==> src/rtl/psu_pkg.sv <==
// Shared types and constants for the PNG scanline unfilter.
`timescale 1ns / 1ps

package psu_pkg;

  localparam int unsigned DEF_MAX_ROW_BYTES   = 8192;
  localparam int unsigned DEF_MAX_PIXEL_BYTES = 8;

  localparam int unsigned CFG_DATA_W = 14;
  localparam int unsigned BPP_W      = 4;

  // Register indexes on the configuration channel
  localparam logic CFG_BPP     = 1'b0;
  localparam logic CFG_ROW_LEN = 1'b1;

  localparam logic [BPP_W-1:0]      BPP_RESET     = 4'd4;
  localparam logic [CFG_DATA_W-1:0] ROW_LEN_RESET = 14'd1024;

  typedef enum logic [2:0] {
    FLT_NONE  = 3'd0,
    FLT_SUB   = 3'd1,
    FLT_UP    = 3'd2,
    FLT_AVG   = 3'd3,
    FLT_PAETH = 3'd4
  } filt_e;

  // One stream item after row bookkeeping, as held in the input register
  typedef struct packed {
    logic       is_data;    // 0: filter byte, no result
    logic [7:0] data_byte;
    logic       left_ok;    // position >= bytes per pixel
    logic       first_row;  // above row reads as zero
    filt_e      filt;
    logic       row_last;
  } item_t;

endpackage

==> src/rtl/psu_recon.sv <==
// Filter reconstruction from the input register into the result register.
`timescale 1ns / 1ps

module psu_recon #(
  parameter int unsigned MAX_PIXEL_BYTES = 8,
  parameter int unsigned PW              = 13,
  parameter int unsigned SW              = 3
) (
  input  logic                  clk_i,
  input  logic                  rst_ni,
  input  logic                  item_valid_i,
  input  psu_pkg::item_t        item_i,
  input  logic [PW-1:0]         item_pos_i,
  input  logic [SW-1:0]         item_slot_i,
  output logic                  item_adv_o,
  input  logic [7:0]            above_i,
  // line store write
  output logic                  wr_en_o,
  output logic [PW-1:0]         wr_addr_o,
  output logic [7:0]            wr_data_o,
  // result stream
  output logic                  out_valid_o,
  input  logic                  out_ready_i,
  output logic [7:0]            out_byte_o,
  output logic                  out_last_o
);

  import psu_pkg::*;

  logic [7:0] left_q [MAX_PIXEL_BYTES];
  logic [7:0] upleft_q [MAX_PIXEL_BYTES];

  logic       out_valid_q;
  logic [7:0] out_byte_q;
  logic       out_last_q;

  logic [7:0] a, b, c, pred, result;
  logic [8:0] avg_sum;
  logic signed [9:0] d_pa, d_pb, d_pc;
  logic [9:0] pa, pb, pc;
  logic       data_adv;

  // a filter byte passes as a bubble, a data byte needs room in the result register
  assign item_adv_o = item_valid_i && (!item_i.is_data || !out_valid_q || out_ready_i);
  assign data_adv   = item_adv_o && item_i.is_data;

  always_comb begin
    a = item_i.left_ok ? left_q[item_slot_i] : 8'd0;
    b = item_i.first_row ? 8'd0 : above_i;
    c = (item_i.left_ok && !item_i.first_row) ? upleft_q[item_slot_i] : 8'd0;

    avg_sum = {1'b0, a} + {1'b0, b};

    // Paeth distances: |p-a| = |b-c|, |p-b| = |a-c|, |p-c| = |a+b-2c|
    d_pa = $signed({2'b00, b}) - $signed({2'b00, c});
    d_pb = $signed({2'b00, a}) - $signed({2'b00, c});
    d_pc = $signed({2'b00, a}) + $signed({2'b00, b}) - $signed({1'b0, c, 1'b0});
    pa   = d_pa[9] ? 10'(-d_pa) : 10'(d_pa);
    pb   = d_pb[9] ? 10'(-d_pb) : 10'(d_pb);
    pc   = d_pc[9] ? 10'(-d_pc) : 10'(d_pc);

    case (item_i.filt)
      FLT_SUB:   pred = a;
      FLT_UP:    pred = b;
      FLT_AVG:   pred = avg_sum[8:1];
      FLT_PAETH: begin
        if (pa <= pb && pa <= pc) begin
          pred = a;
        end else if (pb <= pc) begin
          pred = b;
        end else begin
          pred = c;
        end
      end
      default:   pred = 8'd0;
    endcase

    result = item_i.data_byte + pred;
  end

  always_ff @(posedge clk_i or negedge rst_ni) begin
    if (!rst_ni) begin
      out_valid_q <= 1'b0;
      for (int k = 0; k < int'(MAX_PIXEL_BYTES); k++) begin
        left_q[k]   <= 8'd0;
        upleft_q[k] <= 8'd0;
      end
    end else begin
      if (data_adv) begin
        out_valid_q            <= 1'b1;
        left_q[item_slot_i]    <= result;
        upleft_q[item_slot_i]  <= b;
      end else if (out_ready_i) begin
        out_valid_q <= 1'b0;
      end
    end
  end

  always_ff @(posedge clk_i) begin
    if (data_adv) begin
      out_byte_q <= result;
      out_last_q <= item_i.row_last;
    end
  end

  assign wr_en_o     = data_adv;
  assign wr_addr_o   = item_pos_i;
  assign wr_data_o   = result;
  assign out_valid_o = out_valid_q;
  assign out_byte_o  = out_byte_q;
  assign out_last_o  = out_last_q;

endmodule

==> config.mk <==
export PLATFORM = sky130hd
export DESIGN_NAME = psu_recon
export DESIGN_NICKNAME = d
export VERILOG_FILES = /design/src/rtl/psu_pkg.sv /design/src/rtl/psu_recon.sv
export SDC_FILE = /design/constraint.sdc
export NUM_CORES = 1
export LEC_CHECK = 0
export ABC_AREA = 1
export ABC_CLOCK_PERIOD_IN_PS = 19800
export BUFFER_PORTS_ARGS = -buffer_cell sky130_fd_sc_hd__buf_2
export CAP_MARGIN = 20
export CORE_MARGIN = 1.5
export CORE_UTILIZATION = 65
export CTS_CLUSTER_DIAMETER = 50
export DETAILED_ROUTE_END_ITERATION = 10
export HOLD_SLACK_MARGIN = 0.03
export PLACE_DENSITY = 0.9
export SLEW_MARGIN = 20
export SYNTH_ARGS = -nofsm -noshare
export SYNTH_HDL_FRONTEND = slang
export SYNTH_SLANG_ARGS = --single-unit
export TNS_END_PERCENT = 1
==> constraint.sdc <==
create_clock -name clk_i -period 19.8 [get_ports clk_i]
set_clock_uncertainty 0.15 [all_clocks]
set_input_delay 2.97 -clock clk_i [delete_from_list [all_inputs] [get_ports clk_i]]
set_output_delay 2.97 -clock clk_i [all_outputs]
set_load 0.02 [all_outputs]
## Word-level counts from Yosys, hierarchy flattened

Index checks and enable logic that the tools add are counted.

| cells by class | value |
|---|---|
| $add $sub $neg | 9 |
| magnitude comparators | 5 |
| equal/unequal tests | 4 |
| muxes and demuxes | 21 |
| bitwise logic cells | 1 |
| reductions and logical operators | 11 |

Operator list:

| cell | number |
|---|---|
| $bwmux W64 | 2 |
| $mux W8 | 10 |
| $bmux W8 S3 | 2 |
| $pmux W8 S4 | 1 |
| $le A10 B10 Y1 | 3 |
| $mux W10 | 3 |
| $demux W8 S3 | 1 |
| $neg A9 Y10 | 2 |
| $add A8 B8 Y9 | 2 |
| $sub A8 B8 Y9 | 2 |
| $neg A10 Y10 | 1 |
| $sub A9 B9 Y10 | 1 |
| $add A8 B8 Y8 | 1 |
| $eq A3 B2 Y1 const B | 2 |
| $logic_and A1 B1 Y1 | 5 |
| $ge A4 B4 Y1 const B | 1 |
| $lt A4 B1 Y1 const B | 1 |
| $not A3 Y4 | 1 |
| $eq A3 B1 Y1 const B | 1 |
| $eq A3 B3 Y1 const B | 1 |
| $logic_not A1 Y1 | 3 |
| $logic_or A1 B1 Y1 | 2 |
| $mux W1 | 2 |
| $reduce_bool A2 Y1 | 1 |

| word-level totals | value |
|---|---|
| register bits | 138 |
| output and inout port bits | 33 |

## Depth between registers and ports, before layout

| depth | value |
|---|---|
| word-level depth | 15 |
| mapped depth | 50 |
| depth with buffers taken out | 49 |

## Least setup slack after synthesis

No wires, ideal clock.

| timing path | value |
|---|---|
| path type | input port to output port |
| from | input port item_slot_i[0] |
| to | output port wr_data_o[7] |
| arrival time | 9634 ps |
| required time | 16680 ps |
| path slack | 7046 ps |
| stages | 46 |
| cell sequence | inv_1 nor3_4 clkinv_1 o22ai_1 a221oi_1 nand4_1 inv_1 nor2_1 inv_1 fa_1 ha_1 nand2_1 nand2_2 nand2_2 nand3_1 a31oi_1 xor2_1 nand3_1 [... 10 more ...] nand2_2 nand2_4 buf_4 o211ai_1 nand4_1 ha_1 nand3_1 and2_1 o21ai_0 a21oi_1 or2_2 nand2_1 a21oi_1 xor2_1 inv_1 nand2_8 nand2_1 inv_1 |

| between the ends | value |
|---|---|
| word-level cells in the longest chain between the ends | 14 |
| elaborated cells between the ends (all ways) | 28 |

RTL lines:

| item | RTL line | text |
|---|---|---|
| start: declaration | psu_recon.sv:14 | `input logic [SW-1:0] item_slot_i,` |
| $not A3 Y4 (not written as such) (*) | psu_recon.sv:48, psu_recon.sv:50 |  |
| $bmux W8 S3 | psu_recon.sv:48 | `a = item_i.left_ok ? left_q[item_slot_i] : 8'd0;` |
| $mux W8 (not written as such) (2 in series) | psu_recon.sv:48 |  |
| $mux W8 | psu_recon.sv:48 |  |
| $add A8 B8 Y9 | psu_recon.sv:52, psu_recon.sv:57 |  |
| $sub A9 B9 Y10 | psu_recon.sv:57 | `d_pc = $signed({2'b00, a}) + $signed({2'b00, b}) - $signed({1'b0, c, 1'b0});` |
| $neg A10 Y10 | psu_recon.sv:60 | `pc = d_pc[9] ? 10'(-d_pc) : 10'(d_pc);` |
| $mux W10 | psu_recon.sv:60 |  |
| $le A10 B10 Y1 (on tied branches) | psu_recon.sv:69, psu_recon.sv:67 |  |
| $mux W8 or $logic_and A1 B1 Y1 (tied branches) | psu_recon.sv:69, psu_recon.sv:67 |  |
| $mux W8 | psu_recon.sv:67 | `if (pa <= pb && pa <= pc) begin` |
| $pmux W8 S4 (*) | psu_recon.sv:62 | `case (item_i.filt)` |
| $add A8 B8 Y8 (*) | psu_recon.sv:78 | `result = item_i.data_byte + pred;` |
| end: declaration | psu_recon.sv:20 | `output logic [7:0] wr_data_o,` |

Mark *: on every way between the ends. The rest lies on a longest branch, timed or not. The select of a mux whose other input is x is not followed.

## Worst setup path in the final report

Same ends and word-level chain as after synthesis.

==> reports/results.txt <==
P_int: 0.791 mW
Largest net degree at the start of global routing: 89
Area grow syn2layout: 9.16%
Synth Area per Inst: 7.68 um2
Sw frac: 44.3%
N_diodes: 0
Number of endpoints failing setup at the final stage: 0
I/O pins: 76
WL final: 28400 um
Synth unique cells: 53
Synth area leader: dfrtp_1
Met3 routed WL: 3690 um
Status: finished, final reports clean
Clock root cell: clkbuf_16
Cell Pwr Density: 134 nW/um2
Gpl congestion: 0.994
WS Path Type: input pin to output pin
Yosys top cell area share: 33.3%
Max-cap viol count: 0
Asr flop ratio synth: 93.5%
CTS clk-pin slew, worst paths: 0.05 ns
# rows: 44
Clock power frac: 22.6%
CTS Buffer Depth: 2
Multi-input gate area: 5190 um2
CTS tree: yes
Data arrival, critical path: 11.53 ns
DR iter-0 viols: 1538
GRT overflow: 0
Crit-path max cell delay: 0.50 ns
Most frequent cells after synthesis: nand2_1 (342), inv_1 (189), o21ai_0 (136), dfrtp_1 (129), ha_1 (69)
Seq pwr share: 28.2%
All-Layer GR Usage: 37.3%
Via count: 9351
Routed len/inst: 19.0 um
Fill count: 994
Post-route clock period utilization: 74.0%
Number of global-route vias before repair: 9031
Synthesized instance count: 1263
Register Area: 3500 um2
HPWL Detailed: 20500 um
Clock Sink Count: 138
Final Hold Vio Count: 0
Hold Path Class: register to register
Pre-Repair DR Iteration Count: 7
Inst Count DP: 1466
Synthesized area: 9700 um2
CTS HTree Levels: 4
Initial antenna violation count: 0
Max-slew headroom: 26.6%
Max IR drop VDD: 0.0720 mV
Die H: 125 um
Number of port buffers: 49
Final Cell Area: 10600 um2
Pre-CTS WS: 5.59 ns
Non-filler cells, final: 1498
CP Capture Type: output pin
Nets@finish: 1424
Metal2 WL: 12500 um
Gate power share: 49.2%
Setup TNS: 0 ns
Most numerous cell in the Yosys netlist: nand2_1
Area after DPL: 10000 um2
Most common cell on crit path: inv_1
ANT nets after route: 0
Yosys warnings: 0
DRC viols: 0
Area contributors post-synth: dfrtp_1 (33%), nand2_1 (13%), ha_1 (8.9%)
Post CTS Setup Buffer Count: 0
F_max: 0.0683 GHz
Num CTS Buffers: 17
Via density: 6.24
Leakage power total: 5.45 nW
Worst Tran Pin Value: 1.10 ns
Number of flops mapped to enable cells by yosys: 9
CP max-delay cell: fa_1
RSZ-0062 raised after global routing: no
Chip width: 125 um
Initial Util: 66.7%
Net Sw Power: 0.629 mW
Fin worst setup slack: 5.15 ns
Core footprint: 14500 um2
Cts hold-fix bufs: 0
Number of synthesized register bits: 138
First-pass GRT wire length: 46100 um
Req. time, crit path: 16.68 ns
Top FF cell, synth: dfrtp_1
Worst-path fanout max: 10
Share of post-route cells with drive strength above 1: 11.3%
Worst skew pair latency: 0.43 ns
Metal-1 WL: 10700 um
Top routing layer in use: met4
Fin crit period: 14.65 ns
Slew Limit Fails: 0
Seq/Total Area, Yosys: 36.1%
CP Launch Type: input pin
Die ar.: 15700 um2
Post-CTS resize count: 0
metrics by stage:
step                      hold slack, ns  power, mW  util [%]
after floorplan                    0.292      0.902         -
after global placement             0.305       1.04      68.8
after detailed placement           0.309       1.07      68.8
after CTS                          0.323       1.40      72.8
after global routing               0.332       1.52      72.8
final                              0.329       1.42      72.8
registers in the layout (all words and copies together), names as in the netlist:
register / count
upleft_q: 64
out_byte_o: 8
left_q: 64
out_last_o: 1
out_valid_o: 1
layout make-up:
type,count,area share [%]
Timing Repair Buffer,61,3.23
Sequential cell,138,33.0
Inverter,198,7.02
Clock inverter,13,1.44
Tap cell,184,2.17
Clock buffer,19,4.09
Multi-Input combinational cell,885,49.0
power by group through the flow:
stage	sequential, mW	clock [mW]	combinational, mW
6_report	0.401	0.321	0.699
5_1_grt	0.406	0.332	0.781
4_1_cts	0.398	0.319	0.678
3_5_place_dp	0.399	0	0.670
3_3_place_gp	0.396	0	0.640
2_1_floorplan	0.393	0	0.509
cell usage in the layout, fill, tap and decap left out, types with 11 or more instances in the layout:
cell type and instances:
buf_2 48, ha_1 69, xor2_1 17, fa_1 11
nand3_2 11, nand3_1 31, nand4_1 25, a21oi_1 39
nand2_2 13, dfrtp_1 129, nor3_1 17, inv_1 189
o21ai_0 136, a22oi_1 12, a221oi_1 16, nor2_1 50
buf_4 12, o22ai_1 13, nand2_1 342, clkbuf_16 17
cell families (layout without fill, tap and decap cells):
logic type,count (synthesis),after routing,share of synthesized area (%)
DFF,138,138,36.1
xor gates and xnor gates,27,27,2.44
AOI/OAI and AO/OA,250,250,15.1
other,2,4,0.0774
buffers and inverters,242,291,10.6
adders and majority gates,80,80,11.2
and+or+nand+nor,524,524,24.5
layer usage:
metal | GRT usage [%] | up-vias
met1 | 47.3 | 4273
li1 | - | 4205
met2 | 57.1 | 719
met5 | 0 | -
met4 | 18.8 | 0
met3 | 12.9 | 154
worst max-delay path: cells and delay by family:
family | cells | cell delay [ns]
AND/OR/NAND/NOR | 20 | 2.80
AO/OA/AOI/OAI | 11 | 1.78
buffers and inverters | 11 | 1.63
adder cells (fa/ha/maj) | 4 | 1.54
XOR/XNOR | 3 | 0.81
final timing paths:
check / startpoint / depth (start not counted) / slack [ns] / to
max: item_slot_i[0] / 49 / 5.15 / wr_data_o[7]
min: left_q[2]$_DFFE_PN0P_ / 2 / 0.33 / left_q[2]$_DFFE_PN0P_
max reg2reg: upleft_q[57]$_DFFE_PN0P_ / 42 / 11.80 / left_q[46]$_DFFE_PN0P_
min reg2reg: left_q[2]$_DFFE_PN0P_ / 2 / 0.33 / left_q[2]$_DFFE_PN0P_
max in group asynchronous: rst_ni / 2 / 15.94 / upleft_q[11]$_DFFE_PN0P_
min in group asynchronous: rst_ni / 1 / 2.39 / left_q[20]$_DFFE_PN0P_
Note: power is estimated with default switching activity, not from simulation.
