## src/rtl/psu_pkg.sv

```systemverilog
// Shared types and constants for the PNG scanline unfilter.
`timescale 1ns / 1ps

package psu_pkg;

  localparam int unsigned DEF_MAX_ROW_BYTES   = 8192;
  localparam int unsigned DEF_MAX_PIXEL_BYTES = 8;

  localparam int unsigned CFG_DATA_W = 14;
  localparam int unsigned BPP_W      = 4;

  // Register indexes on the configuration channel
  localparam logic CFG_BPP     = 1'b0;
  localparam logic CFG_ROW_LEN = 1'b1;

  localparam logic [BPP_W-1:0]      BPP_RESET     = 4'd4;
  localparam logic [CFG_DATA_W-1:0] ROW_LEN_RESET = 14'd1024;

  typedef enum logic [2:0] {
    FLT_NONE  = 3'd0,
    FLT_SUB   = 3'd1,
    FLT_UP    = 3'd2,
    FLT_AVG   = 3'd3,
    FLT_PAETH = 3'd4
  } filt_e;

  // One stream item after row bookkeeping, as held in the input register
  typedef struct packed {
    logic       is_data;    // 0: filter byte, no result
    logic [7:0] data_byte;
    logic       left_ok;    // position >= bytes per pixel
    logic       first_row;  // above row reads as zero
    filt_e      filt;
    logic       row_last;
  } item_t;

endpackage

```

## src/rtl/psu_row_ctrl.sv

```systemverilog
// Input register, configuration registers and row/column bookkeeping.
`timescale 1ns / 1ps

module psu_row_ctrl #(
  parameter int unsigned MAX_ROW_BYTES   = 8192,
  parameter int unsigned MAX_PIXEL_BYTES = 8,
  parameter int unsigned PW              = 13,
  parameter int unsigned SW              = 3
) (
  input  logic                               clk_i,
  input  logic                               rst_ni,
  // configuration writes
  input  logic                               cfg_we_i,
  input  logic                               cfg_index_i,
  input  logic [psu_pkg::CFG_DATA_W-1:0]     cfg_data_i,
  // incoming stream
  input  logic                               in_valid_i,
  output logic                               in_ready_o,
  input  logic [7:0]                         in_byte_i,
  input  logic                               in_start_i,
  // line store read, issued on the accept of a data byte
  output logic                               rd_en_o,
  output logic [PW-1:0]                      rd_addr_o,
  // input register toward reconstruction
  output logic                               item_valid_o,
  output psu_pkg::item_t                     item_o,
  output logic [PW-1:0]                      item_pos_o,
  output logic [SW-1:0]                      item_slot_o,
  input  logic                               item_adv_i
);

  import psu_pkg::*;

  localparam int unsigned CW = (PW + 1 > CFG_DATA_W) ? PW + 1 : CFG_DATA_W;

  logic [BPP_W-1:0]      bpp_q;
  logic [CFG_DATA_W-1:0] row_len_q;
  logic                  filt_exp_q, filt_exp_d;
  logic                  first_row_q, first_row_d;
  filt_e                 row_filt_q, row_filt_d;
  logic [PW-1:0]         pos_q, pos_d;
  // cnt_q[k] tracks position mod (k+1), so any bytes-per-pixel value has its slot ready
  logic [SW-1:0]         cnt_q [MAX_PIXEL_BYTES];
  logic [SW-1:0]         cnt_d [MAX_PIXEL_BYTES];

  logic                  item_valid_q;
  item_t                 item_q, item_d;
  logic [PW-1:0]         item_pos_q;
  logic [SW-1:0]         item_slot_q, slot_c;

  logic [BPP_W-1:0]      bpp_c;
  logic [CW-1:0]         row_len_c;
  logic                  accept, is_filt, last_c;

  assign in_ready_o = !item_valid_q || item_adv_i;
  assign accept     = in_valid_i && in_ready_o;
  assign is_filt    = in_start_i || filt_exp_q;

  always_comb begin
    bpp_c = bpp_q;
    if (bpp_q == '0) begin
      bpp_c = BPP_W'(1);
    end else if (32'(bpp_q) > MAX_PIXEL_BYTES) begin
      bpp_c = BPP_W'(MAX_PIXEL_BYTES);
    end
    row_len_c = CW'(row_len_q);
    if (row_len_q == '0) begin
      row_len_c = CW'(1);
    end else if (32'(row_len_q) > MAX_ROW_BYTES) begin
      row_len_c = CW'(MAX_ROW_BYTES);
    end
  end

  assign slot_c = cnt_q[SW'(bpp_c - BPP_W'(1))];
  assign last_c = (CW'(pos_q) + CW'(1)) >= row_len_c;

  always_comb begin
    filt_exp_d  = filt_exp_q;
    first_row_d = first_row_q;
    row_filt_d  = row_filt_q;
    pos_d       = pos_q;
    cnt_d       = cnt_q;

    item_d.is_data   = !is_filt;
    item_d.data_byte = in_byte_i;
    item_d.left_ok   = CW'(pos_q) >= CW'(bpp_c);
    item_d.first_row = first_row_q;
    item_d.filt      = row_filt_q;
    item_d.row_last  = last_c;

    if (is_filt) begin
      filt_exp_d = 1'b0;
      pos_d      = '0;
      row_filt_d = (in_byte_i > 8'(FLT_PAETH)) ? FLT_NONE : filt_e'(in_byte_i[2:0]);
      for (int k = 0; k < int'(MAX_PIXEL_BYTES); k++) begin
        cnt_d[k] = '0;
      end
      if (in_start_i) begin
        first_row_d = 1'b1;
      end
    end else if (last_c) begin
      filt_exp_d  = 1'b1;
      first_row_d = 1'b0;
      pos_d       = '0;
    end else begin
      pos_d = pos_q + PW'(1);
      for (int k = 0; k < int'(MAX_PIXEL_BYTES); k++) begin
        cnt_d[k] = (cnt_q[k] == SW'(k)) ? '0 : cnt_q[k] + SW'(1);
      end
    end
  end

  always_ff @(posedge clk_i or negedge rst_ni) begin
    if (!rst_ni) begin
      bpp_q        <= BPP_RESET;
      row_len_q    <= ROW_LEN_RESET;
      filt_exp_q   <= 1'b1;
      first_row_q  <= 1'b1;
      row_filt_q   <= FLT_NONE;
      pos_q        <= '0;
      item_valid_q <= 1'b0;
      for (int k = 0; k < int'(MAX_PIXEL_BYTES); k++) begin
        cnt_q[k] <= '0;
      end
    end else begin
      if (cfg_we_i) begin
        unique case (cfg_index_i)
          CFG_BPP:     bpp_q     <= cfg_data_i[BPP_W-1:0];
          CFG_ROW_LEN: row_len_q <= cfg_data_i;
          default:     ;
        endcase
      end
      if (accept) begin
        filt_exp_q  <= filt_exp_d;
        first_row_q <= first_row_d;
        row_filt_q  <= row_filt_d;
        pos_q       <= pos_d;
        cnt_q       <= cnt_d;
      end
      if (in_ready_o) begin
        item_valid_q <= in_valid_i;
      end
    end
  end

  always_ff @(posedge clk_i) begin
    if (accept) begin
      item_q      <= item_d;
      item_pos_q  <= pos_q;
      item_slot_q <= slot_c;
    end
  end

  assign rd_en_o      = accept && !is_filt;
  assign rd_addr_o    = pos_q;
  assign item_valid_o = item_valid_q;
  assign item_o       = item_q;
  assign item_pos_o   = item_pos_q;
  assign item_slot_o  = item_slot_q;

endmodule

```

## config.mk

```make
export PLATFORM = sky130hd
export DESIGN_NAME = psu_row_ctrl
export DESIGN_NICKNAME = d
export VERILOG_FILES = /design/src/rtl/psu_pkg.sv /design/src/rtl/psu_row_ctrl.sv
export SDC_FILE = /design/constraint.sdc
export NUM_CORES = 1
export LEC_CHECK = 0
export ABC_CLOCK_PERIOD_IN_PS = 3900
export BUFFER_PORTS_ARGS = -buffer_cell sky130_fd_sc_hd__buf_2
export CAP_MARGIN = 15
export CORE_MARGIN = 3
export CORE_UTILIZATION = 55
export CTS_BUF_LIST = sky130_fd_sc_hd__clkbuf_8
export CTS_CLUSTER_SIZE = 14
export DETAILED_ROUTE_END_ITERATION = 6
export PLACE_DENSITY = 0.78
export SKIP_CTS_REPAIR_TIMING = 1
export SYNTH_ARGS = -nofsm -noshare
export SYNTH_HDL_FRONTEND = slang
export SYNTH_SLANG_ARGS = --single-unit
```

## constraint.sdc

```tcl
create_clock -name clk_i -period 3.9 [get_ports clk_i]
set_input_delay 0.78 -clock clk_i [delete_from_list [all_inputs] [get_ports clk_i]]
set_output_delay 0.78 -clock clk_i [all_outputs]
set_load 0.02 [all_outputs]
```

# After elaboration in Yosys (flattened, before gate mapping)
# Cells that the tools add are included.
# word_totals
register_bits,92
in_bits,29
output_inout_bits,47
wordCells,92
# classes
add_sub_neg,11
n_lt_le_gt_ge,6
eq_ne,9
muxes,25
bitwise,2
reduce_logical,16
# ops
cell,n
$mux 24,2
$mux 3,11
$mux 14,2
$mux 13,2
$add 3x1->3 const B,8
$add 13x1->14 const B,1
$ge 14x14->1,1
$gt 14x14->1 const B,1
$logic_not 14->1,1
$add 13x1->13 const B,1
$ge 13x4->1,1
$eq 3x3->1 const B,4
$reduce_and 2->1,5
$bmux 3 s3,1
$gt 8x3->1 const B,1
$mux 4,2
$eq 3x2->1 const B,2
$mux 1,5
$ge 4x4->1 const B,1
$gt 4x4->1 const B,1
$logic_not 4->1,1
$ne 2x2->1 const B,2
$not 3->4,1
$eq 3x1->1 const B,1
8 further kinds,11

# Depth between registers and ports, before layout
# Gate-level depths: netlist of the first run.
# depth
depth_word,8
depth_mapped,13
ltp_nobuf,11

# Worst setup path after synthesis of the first run
# No wires, ideal clock.
# synth_timing
kind,register to register
from,"register pos_q[0], in the netlist rd_addr_o[0]"
to,register cnt_q[0] (netlist name)
setup_ns,0.121
t_arrival_ns,2.932
required_ns,3.779
setup_slack_ns,0.847
path_stages_with_launch,12
n_path_buf,0
synth_period_minus_slack_ns,3.053
cell_sequence,dfrtp_1 ha_1 inv_1 or3_4 nor2_1 xor2_1 ha_1 nand4_1 o21ai_0 a211oi_4 o211ai_1 a22o_1
# synth_between
elab_chain_len,4
# synth_rtl
item,line_no,rtl
start: declaration,psu_row_ctrl.sv:41,"logic [PW-1:0] pos_q, pos_d;"
start signal: assignment,psu_row_ctrl.sv:137,pos_q <= pos_d;
$add 13x1->14,psu_row_ctrl.sv:75,assign last_c = (CW'(pos_q) + CW'(1)) >= row_len_c;
$ge 14x14->1,psu_row_ctrl.sv:75,
$ne 2x2->1 (no source line),--,
$reduce_and 2->1 (no source line),--,
end signal: assignment,psu_row_ctrl.sv:138,cnt_q <= cnt_d;
end: declaration,psu_row_ctrl.sv:43,logic [SW-1:0] cnt_q [MAX_PIXEL_BYTES];
# Every way passes these cells.
# A chain may end at the register's enable or synchronous reset.

# Worst setup path after layout of the first run
# layout_timing
from,"register pos_q[0], in the netlist rd_addr_o[0]"
to,register cnt_q[13] (netlist name)
# Same word-level chain as after synthesis.

==> results of run 1 <==
==> worst paths after layout <==
kind | slack (ns) | startpoint | endpoint | cells after the start
min in group asynchronous | 0.54 | rst_ni | cnt_q[7]$_DFFE_PN0P_ | 1
worst min-delay path | 0.48 | row_filt_q[2]$_DFFE_PN0P_ | item_o[3]$_DFFE_PP_ | 0
worst min register to register | 0.48 | row_filt_q[2]$_DFFE_PN0P_ | item_o[3]$_DFFE_PP_ | 0
worst max register to register | 0.45 | rd_addr_o[0]$_DFFE_PN0P_ | cnt_q[13]$_DFFE_PN0P_ | 11
worst max-delay path | 0.45 | rd_addr_o[0]$_DFFE_PN0P_ | cnt_q[13]$_DFFE_PN0P_ | 11
max in group asynchronous | 2.51 | rst_ni | rd_addr_o[11]$_DFFE_PN0P_ | 2
==> cells by family after synthesis <==
logic type / synth area share [%]
AND/OR/NAND/NOR: 13.53
flip-flops: 53.36
AO/OA/AOI/OAI: 10.71
buffers and inverters: 3.660
multiplexers: 9.328
adder cells (fa/ha/maj): 7.321
XOR/XNOR: 2.088
==> flip-flops by register name, indices dropped and copies added (netlist names) <==
| register | count |
|---|---|
| cnt_q | 24 |
| item_o | 15 |
| row_len_q | 14 |
| item_pos_o | 13 |
| rd_addr_o | 13 |
| bpp_q | 4 |
| item_slot_o | 3 |
| row_filt_q | 3 |
| filt_exp_q | 1 |
| first_row_q | 1 |
| item_valid_o | 1 |
==> Yosys cell counts (all sizes together), types with 9 or more instances <==
master / number
a22o: 17
nor2: 17
edfxtp: 31
ha: 27
nand4: 18
dfrtp: 57
inv: 24
a21oi: 9
mux2: 20
buf: 9
nand2: 49
==> per-stage QoR <==
stage / setup slack [ns] / hold slack, ns / power [mW] / cells / util, %
floorplan: 0.8469 / 0.4253 / 1.725 / 392 / -
global placement: 0.5977 / 0.4297 / 1.899 / 561 / 64.22
detailed placement: 0.5010 / 0.4445 / 1.935 / 561 / 64.22
CTS: 0.4758 / 0.4733 / 2.552 / 577 / 66.64
global route: 0.2379 / 0.5015 / 2.693 / 577 / 66.64
finish: 0.4482 / 0.4780 / 2.547 / 577 / 66.64
==> final cells by class <==
| class | instances | area, um^2 |
|---|---|---|
| clock inverter | 6 | 53.80 |
| sequential | 92 | 2462 |
| timing repair buffer | 82 | 427.9 |
| tap | 102 | 127.6 |
| inverter | 24 | 90.09 |
| fill | 653 | 2645 |
| multi-input combinational | 261 | 1983 |
| clock buffer | 10 | 137.6 |
==> routing by layer <==
metal	global-route usage [%]	vias up	part of all wire (%)
met1	30.28	1685	46
met5	0	-	0
met3	4.379	17	5.9
met2	35.58	125	47
li1	-	1604	-
met4	7.668	0	1.3
==> placed cells by master (no fill, tap or decap), types with 5 or more instances in the layout <==
cell type   n
nand3_1     7
buf_2      75
ha_1       27
nand2b_1    5
nand4_1    18
edfxtp_1   31
nand2_1    49
xnor2_1     5
mux4_2      6
nor4_1      5
mux2i_1     7
dfrtp_1    57
o21ai_0     6
and3_1      6
nor2_1     16
clkbuf_8   10
a21oi_1     9
buf_4       7
inv_1      24
a22o_1     17
xor2_1      6
mux2_2     20
nor3_1      5
o211ai_1    6
==> power groups by stage <==
stage | sequential (mW) | combinational (mW) | clock (mW)
after global placement | 1.29 | 0.607 | 0
after CTS | 1.28 | 0.635 | 0.635
after floorplan | 1.31 | 0.418 | 0
final | 1.29 | 0.632 | 0.628
after detailed placement | 1.30 | 0.633 | 0
after global routing | 1.31 | 0.705 | 0.682
==> worst max-delay path, stage by stage, from the launching register on <==
cell	delay, ns
dfrtp_1	0.49
ha_1	0.30
inv_1	0.08
or3_4	0.41
nor2_1	0.14
xor2_1	0.22
ha_1	0.27
nand4_1	0.13
o21ai_0	0.15
a211oi_4	0.32
and3_1	0.61
a32o_1	0.27
==> metrics.md, run 1 <==
| Metric | Value |
|---|---|
| Status | `finished clean` |
| Initial Utilization | `58.21%` |
| Async S/R FF share, synth | `66.30%` |
| Detailed-route DRC error count | `0` |
| # setup viols final | `0` |
| Post-DP Area | `5091 um^2` |
| CTS tree | `built` |
| Final Hold Fails | `0` |
| Worst-Margin Slew | `0.9052 ns` |
| Largest cells by area after synthesis | `dfrtp_1, edfxtp_1, ha_1` |
| Seq/Total Area, Yosys | `53.36%` |
| Routed vias/inst | `5.946` |
| Crit-path max FO | `15` |
| Post-synth net total | `448` |
| Diode count | `0` |
| Yosys cell types | `50` |
| Int Power | `1.698 mW` |
| RSZ-0062 raised after global routing | `false` |
| Die W | `97.60 um` |
| Cell taking the most area after synthesis | `dfrtp_1` |
| Post-layout minimum cycle time | `3.452 ns` |
| Mapped Cells | `392` |
| Die Ht | `97.60 um` |
| Total Wirelength | `10270 um` |
| GRT overflow | `0` |
| Crit end category | `flip-flop` |
| Total Neg Setup Slack | `0 ns` |
| Final worst path period share | `88.51%` |
| Clock slew at the register clock pins of the worst setup and hold paths | `0.10 ns` |
| Switch Pwr | `0.8488 mW` |
| Vias in the first global route | `3400` |
| Crit path required time | `4.19 ns` |
| IO buf count | `75` |
| Routed vias | `3431` |
| Pin count of the biggest net entering global routing | `40` |
| Layout net count | `526` |
| Maximum clock rate | `289.7 MHz` |
| Max Cap Viol | `0` |
| Setup CP Type | `reg2reg` |
| Worst EP arrival | `3.75 ns` |
| Element type at the critical path start | `flip-flop` |
| Ports | `76` |
| Root buf cell | `clkbuf_8` |
| Die area | `9525 um^2` |
| Clock Sinks | `92` |
| Number of synthesized flops with an enable pin | `31` |
| Core area | `7928 um^2` |
| Post-Syn Area per Cell | `11.77 um^2` |
| Cell Area, Synth | `4614 um^2` |
| Gate power share | `24.8%` |
| Hold crit path type | `reg2reg` |
| Post-DRT Antenna Nets | `0` |
| Routed len/inst | `17.80 um` |
| GPL Wtd Cong | `0.9144` |
| CTS HTree Levels | `3` |
| VDD IR max | `219.8 uV` |
| Area Overhead vs Synth | `14.48%` |
| Initial DRT Pass Iterations | `5` |
| Synth Register Bits | `92` |
| Switching Share | `33.33%` |
| CTS Buffer Depth | `2` |
| Leakage power | `2.465 nW` |
| Row cnt | `32` |
| Pins over their slew limit | `0` |
| Yosys warning count | `0` |
| First-pass GRT wire length | `16970 um` |
| Synth Flop Type | `dfrtp_1` |
| Detail Placement HPWL | `7569 um` |
| Power Density | `482.1 nW/um^2` |
| Clock Latency Late Sink | `0.36 ns` |
| Flop pwr share | `50.5%` |
| Gr usage total | `22.17%` |
| Final instance area | `5283 um^2` |
| Clock power share | `24.7%` |
| Initial antenna violation count | `0` |
| Num CTS Buffers | `9` |
| Clk_skew | `0.01160 ns` |
| Synth top area share | `30.91%` |
| Share of cells above drive strength 1 | `29.05%` |
| Relative slew slack | `39.65%` |
| DR iter-0 viols | `157` |
(Power assumes the default switching activity.)
==> run 2, diff against run 1 <==
==> constraint.sdc (replaced) <==
create_clock -name clk_i -period 3.9 [get_ports clk_i]
set_input_delay 0.78 -clock clk_i [delete_from_list [all_inputs] [get_ports clk_i]]
set_output_delay 0.78 -clock clk_i [all_outputs]
set_load 0.05 [all_outputs]
==> metrics.md, run 2 (synthesis results as in run 1) <==
| Metric | Value |
|---|---|
| Status | `finished clean` |
| GPL Wtd Cong | `0.9407 (+2.9%)` |
| Relative slew slack | `41.70% (+2.0 points)` |
| Dpl ws | `0.4700 ns (-0.03095 ns)` |
| VDD IR max | `188.8 uV (-14%)` |
| Total power | `2.660 mW (+4.5%)` |
| Post-layout minimum cycle time | `3.494 ns (+0.04241 ns)` |
| Worst-Margin Slew | `0.8744 ns (-0.03075 ns)` |
| Die Ht | `97.60 um (unchanged)` |
| WHS | `0.4675 ns (-0.01052 ns)` |
| Final instance area | `5299 um^2 (+0.31%)` |
| Core area | `7928 um^2 (unchanged)` |
| Detailed-route DRC error count | `0 (unchanged)` |
| Hold crit path type | `reg2reg` |
| DR iter-0 viols | `305 (+94%)` |
| Clock slew at the register clock pins of the worst setup and hold paths | `0.10 ns (about the same)` |
| Leakage power | `2.475 nW (+0.39%)` |
| Max stage delay cell, worst path | `and3_1` |
| CTS HTree Levels | `3 (unchanged)` |
| Routed vias | `3460 (+0.85%)` |
| Fin worst setup slack | `0.4058 ns (-0.04241 ns)` |
| Commonest non-fill, non-tap cell in the layout | `buf_2` |
| Final worst path period share | `89.60% (+1.1 points)` |
| Post-DRT Antenna Nets | `0 (unchanged)` |
| Root buf cell | `clkbuf_8` |
| RSZ-0062 raised after global routing | `false` |
| Total Neg Setup Slack | `0 ns (unchanged)` |
| Final Hold Fails | `0 (unchanged)` |
| Pin count of the biggest net entering global routing | `40 (unchanged)` |
| Switching Share | `34.74% (+1.4 points)` |
| Row cnt | `32 (unchanged)` |
| Crit end category | `flip-flop` |
| IO buf count | `75 (unchanged)` |
| Max Cap Viol | `0 (unchanged)` |
| Layout net count | `527 (+0.19%)` |
| Element type at the critical path start | `flip-flop` |
| Flop pwr share | `48.4% (-2.1 points)` |
| Initial Utilization | `58.21% (unchanged)` |
| Gate power share | `26.9% (+2.1 points)` |
| CTS Buffer Depth | `2 (unchanged)` |
| Max reg flops | `24 (unchanged)` |
| CTS tree | `built` |
| Setup CP Type | `reg2reg` |
| Pins over their slew limit | `0 (unchanged)` |
| Worst EP arrival | `3.80 ns (+0.05 ns)` |
| Post-DP Area | `5099 um^2 (+0.15%)` |
| Clk_skew | `0.01283 ns (+0.001233 ns)` |
| Crit-path most repeated cell | `ha_1` |
| Detail Placement HPWL | `7483 um (-1.1%)` |
| # setup viols final | `0 (unchanged)` |
| CP peak stage delay | `0.61 ns (about the same)` |
| Die area | `9525 um^2 (unchanged)` |
| Crit-path max FO | `15 (unchanged)` |
| Clock power share | `24.7% (about the same)` |
| Maximum clock rate | `286.2 MHz (-1.2%)` |
| Initial antenna violation count | `0 (unchanged)` |
| Switch Pwr | `0.9241 mW (+8.9%)` |
| Initial DRT Pass Iterations | `5 (unchanged)` |
| Die W | `97.60 um (unchanged)` |
| Routed vias/inst | `5.986 (+0.67%)` |
| Sequence of cells on the critical path | `ha_1 > inv_1 > or3_4 > nor2_1 > xor2_1 > ha_1 > nand4_1 > o21ai_0 > a211oi_4 > and3_1 > a32o_1` |
| Vias in the first global route | `3364 (-1.1%)` |
| Num CTS Buffers | `9 (unchanged)` |
| GRT overflow | `0 (unchanged)` |
| Clock Sinks | `92 (unchanged)` |
| Ports | `76 (unchanged)` |
| Power Density | `502.1 nW/um^2 (+4.1%)` |
| Crit path required time | `4.21 ns (+0.02 ns)` |
| First-pass GRT wire length | `17320 um (+2.0%)` |
| Highest-count cells in the layout ignoring fill and taps | `buf_2, dfrtp_1, nand2_1, edfxtp_1, ha_1` |
| Share of cells above drive strength 1 | `28.99% (-0.061 points)` |
| Total Wirelength | `10270 um (about the same)` |
| Area Overhead vs Synth | `14.83%` |
| Clock Latency Late Sink | `0.37 ns (about the same)` |
| Routed len/inst | `17.76 um (-0.25%)` |
| Gr usage total | `22.89% (+0.72 points)` |
| Reg with most FFs | `cnt_q` |
| Int Power | `1.736 mW (+2.2%)` |
| Diode count | `0 (unchanged)` |
[run 2: cell count changes in the layout (fill, tap and decap cells not counted), sizes merged]
cell / change
bufinv: +1
buf: +1
inv: -3
clkinv: +3
clkbuf: -1
[run 2: stage by stage]
step / utilization, % / cells
floorplan: - / 392
global placement: 64.32 / 562
detailed placement: 64.32 / 562
CTS: 66.84 / 578
global route: 66.84 / 578
finish: 66.84 / 578
[run 2: per-layer routing]
metal	vias to the layer above	routed length, um	GRT usage (%)
li1	1609	-	-
met1	1682	4471	32.00
met3	21	801	4.379
met2	148	4773	35.37
met4	0	218	9.159
met5	-	0	0
[run 2: path summary, 6_finish.rpt]
path	startpoint	endpoint	slack, ns	cells past startpoint
worst max-delay path	rd_addr_o[0]$_DFFE_PN0P_	cnt_q[13]$_DFFE_PN0P_	0.41	11
worst min-delay path	row_filt_q[0]$_DFFE_PN0P_	item_o[1]$_DFFE_PP_	0.47	0
worst max register to register	rd_addr_o[0]$_DFFE_PN0P_	cnt_q[13]$_DFFE_PN0P_	0.41	11
worst min register to register	row_filt_q[0]$_DFFE_PN0P_	item_o[1]$_DFFE_PP_	0.47	0
max in group asynchronous	rst_ni	cnt_q[9]$_DFFE_PN0P_	2.53	2
min in group asynchronous	rst_ni	row_filt_q[1]$_DFFE_PN0P_	0.52	1
[run 2: worst max-delay path, delay by kind of cell (launching register included)]
family,cells,cell delay [ns]
buffers and inverters,1,0.08
adder cells (fa/ha/maj),2,0.58
AND/OR/NAND/NOR,4,1.27
flip-flops,1,0.50
XOR/XNOR,1,0.23
AO/OA/AOI/OAI,3,0.75
[run 2: area by class of cell]
type / count / area (um^2)
Clock inverter: 7 / 76.32
Inverter: 24 / 90.09
Clock buffer: 9 / 123.9
Fill cell: 624 / 2629
Tap cell: 102 / 127.6
Sequential cell: 92 / 2462
Multi-Input combinational cell: 261 / 1983
Timing Repair Buffer: 83 / 435.4
[run 2: power groups by stage]
stage	combinational, mW	sequential (mW)	clock, mW
after floorplan	0.422	1.39	0
after CTS	0.718	1.28	0.669
after detailed placement	0.713	1.30	0
after global routing	0.792	1.31	0.714
after global placement	0.692	1.29	0
final	0.717	1.29	0.657
==> run 3, diff against run 2 <==
--- a/config.mk
+++ b/config.mk
@@ -13,7 +13,7 @@
 export CTS_BUF_LIST = sky130_fd_sc_hd__clkbuf_8
 export CTS_CLUSTER_SIZE = 14
 export DETAILED_ROUTE_END_ITERATION = 6
-export PLACE_DENSITY = 0.78
+export PLACE_DENSITY = 0.84
 export SKIP_CTS_REPAIR_TIMING = 1
 export SYNTH_ARGS = -nofsm -noshare
 export SYNTH_HDL_FRONTEND = slang
==> metrics.md, run 3 (synthesis results as in run 1) <==
| Metric | Value |
|---|---|
| Final worst path period share | `92.25% (+2.6 points)` |
| CP peak stage delay | `0.64 ns (+0.03 ns)` |
| Area Overhead vs Synth | `14.48%` |
| Leakage power | `2.463 nW (-0.48%)` |
| DR iter-0 viols | `272 (-11%)` |
| Hold crit path type | `in2async` |
| Top Layer Used | `met4` |
| Routed vias | `3488 (+0.81%)` |
| Total Neg Setup Slack | `0 ns (unchanged)` |
| Detail Placement HPWL | `7602 um (+1.6%)` |
| Routed met3 length | `920 um (+15%)` |
| Crit-path max FO | `15 (unchanged)` |
| Max reg flops | `24 (unchanged)` |
| Total Wirelength | `10440 um (+1.7%)` |
| Commonest non-fill, non-tap cell in the layout | `buf_2` |
| Wire length on met2 | `4962 um (+4.0%)` |
| Layout Cells excl Fill | `576 (-0.35%)` |
| GRT overflow | `0 (unchanged)` |
| Clock Latency Late Sink | `0.37 ns (about the same)` |
| Clock slew at the register clock pins of the worst setup and hold paths | `0.10 ns (about the same)` |
| Fillers | `604 (-3.2%)` |
| First-pass GRT wire length | `17730 um (+2.4%)` |
| Die W | `97.60 um (unchanged)` |
| Max Cap Viol | `0 (unchanged)` |
| Sequence of cells on the critical path | `ha_1 > inv_1 > or3_4 > nor2_1 > xor2_1 > ha_1 > nand4_1 > o21ai_0 > a211oi_4 > and3_1 > a32o_1` |
| Total power | `2.661 mW (about the same)` |
| # setup viols final | `0 (unchanged)` |
| Root buf cell | `clkbuf_8` |
| Crit-path most repeated cell | `ha_1` |
| Element type at the critical path start | `flip-flop` |
| Core area | `7928 um^2 (unchanged)` |
| Initial DRT Pass Iterations | `6 (+1)` |
| CTS Buffer Depth | `2 (unchanged)` |
| Initial Utilization | `58.21% (unchanged)` |
| Relative slew slack | `52.92% (+11 points)` |
| Pin count of the biggest net entering global routing | `33 (-18%)` |
| Post-DP Area | `5084 um^2 (-0.29%)` |
| Initial antenna violation count | `0 (unchanged)` |
| Power Density | `503.7 nW/um^2 (+0.33%)` |
| Placed insts | `560 (-0.36%)` |
| IO buf count | `75 (unchanged)` |
| Setup CP Type | `reg2reg` |
| Worst-Margin Slew | `0.7063 ns (-0.1682 ns)` |
| Gr usage total | `23.27% (+0.38 points)` |
| Detailed-route DRC error count | `0 (unchanged)` |
| Vias in the first global route | `3510 (+4.3%)` |
| Max stage delay cell, worst path | `and3_1` |
| Post-layout minimum cycle time | `3.598 ns (+0.1033 ns)` |
| Routed len/inst | `18.12 um (+2.0%)` |
| VDD IR max | `230.0 uV (+22%)` |
| Ports | `76 (unchanged)` |
| Status | `finished clean` |
| Share of cells above drive strength 1 | `28.69% (-0.30 points)` |
| Num CTS Buffers | `9 (unchanged)` |
| CP delay by family, top | `simple AND/OR/NAND/NOR gates` |
| Die Ht | `97.60 um (unchanged)` |
| Wl on met1 | `4367 um (-2.3%)` |
| CP Launch Point | `rd_addr_o[0]$_DFFE_PN0P_` |
| Highest-count cells in the layout ignoring fill and taps | `buf_2, dfrtp_1, nand2_1, edfxtp_1, ha_1` |
| CP bufs+invs | `1 (unchanged)` |
| Diode count | `0 (unchanged)` |
| Post-DRT Antenna Nets | `0 (unchanged)` |
| Worst EP arrival | `3.89 ns (+0.09 ns)` |
| GPL Wtd Cong | `0.8834 (-6.1%)` |
| Final instance area | `5283 um^2 (-0.31%)` |
| Maximum clock rate | `278.0 MHz (-2.9%)` |
| Clock Sinks | `92 (unchanged)` |
| Reg with most FFs | `cnt_q` |
| Row cnt | `32 (unchanged)` |
| Pins over their slew limit | `0 (unchanged)` |
| Crit end category | `flip-flop` |
| RSZ-0062 raised after global routing | `false` |
| Final Hold Fails | `0 (unchanged)` |
| Routed vias/inst | `6.056 (+1.2%)` |
| Die area | `9525 um^2 (unchanged)` |
| CTS tree | `built` |
| Crit path required time | `4.20 ns (about the same)` |
| Layout net count | `525 (-0.38%)` |
| Clk_skew | `0.01337 ns (+0.0005391 ns)` |
| R2r startpoint | `rd_addr_o[0]$_DFFE_PN0P_` |
| CTS HTree Levels | `3 (unchanged)` |
-- run 3: changes by cell type in the layout (fill, tap and decap cells not counted) --
cell,delta
buf_4,-2
clkinv_4,-2
clkinvlp_4,+1
inv_6,+1
-- run 3: per-stage QoR --
stage / hold WS, ns / util [%] / worst slack (ns)
final: 0.4487 / 66.64 / 0.3024
after global routing: 0.4875 / 66.64 / 0.1243
after CTS: 0.4698 / 66.64 / 0.3969
after detailed placement: 0.4451 / 64.13 / 0.4186
after global placement: 0.4305 / 64.13 / 0.5806
after floorplan: 0.4253 / - / 0.6266
-- run 3: path summary, 6_finish.rpt --
kind	to	slack (ns)	cells past startpoint
min in group clk_i	item_o[3]$_DFFE_PP_	0.47	0
max	cnt_q[13]$_DFFE_PN0P_	0.30	11
min reg2reg	item_o[3]$_DFFE_PP_	0.47	0
min	item_valid_o$_DFFE_PN0N_	0.45	1
max in group asynchronous	first_row_q$_DFFE_PN1P_	2.55	2
max reg2reg	cnt_q[13]$_DFFE_PN0P_	0.30	11
-- run 3: metal layers --
| metal | vias to the layer above | GRT usage (%) |
|---|---|---|
| met5 | - | 0 |
| met4 | 0 | 9.052 |
| met3 | 21 | 4.810 |
| met2 | 176 | 36.27 |
| met1 | 1685 | 32.14 |
| li1 | 1606 | - |
-- run 3: where the power goes --
part / switching, mW / internal [mW] / total, mW
sequential: 0.138 / 1.15 / 1.29
clock: 0.349 / 0.300 / 0.648
combinational: 0.437 / 0.287 / 0.724
-- run 3: cell type report --
cell class,instances,area [um^2],area share (%)
sequential,92,2462,46.61
multi-input combinational,261,1983,37.54
timing repair buffer,81,420.4,7.958
tap,102,127.6,2.416
clock buffer,9,123.9,2.345
inverter,24,90.09,1.705
clock inverter,7,75.07,1.421
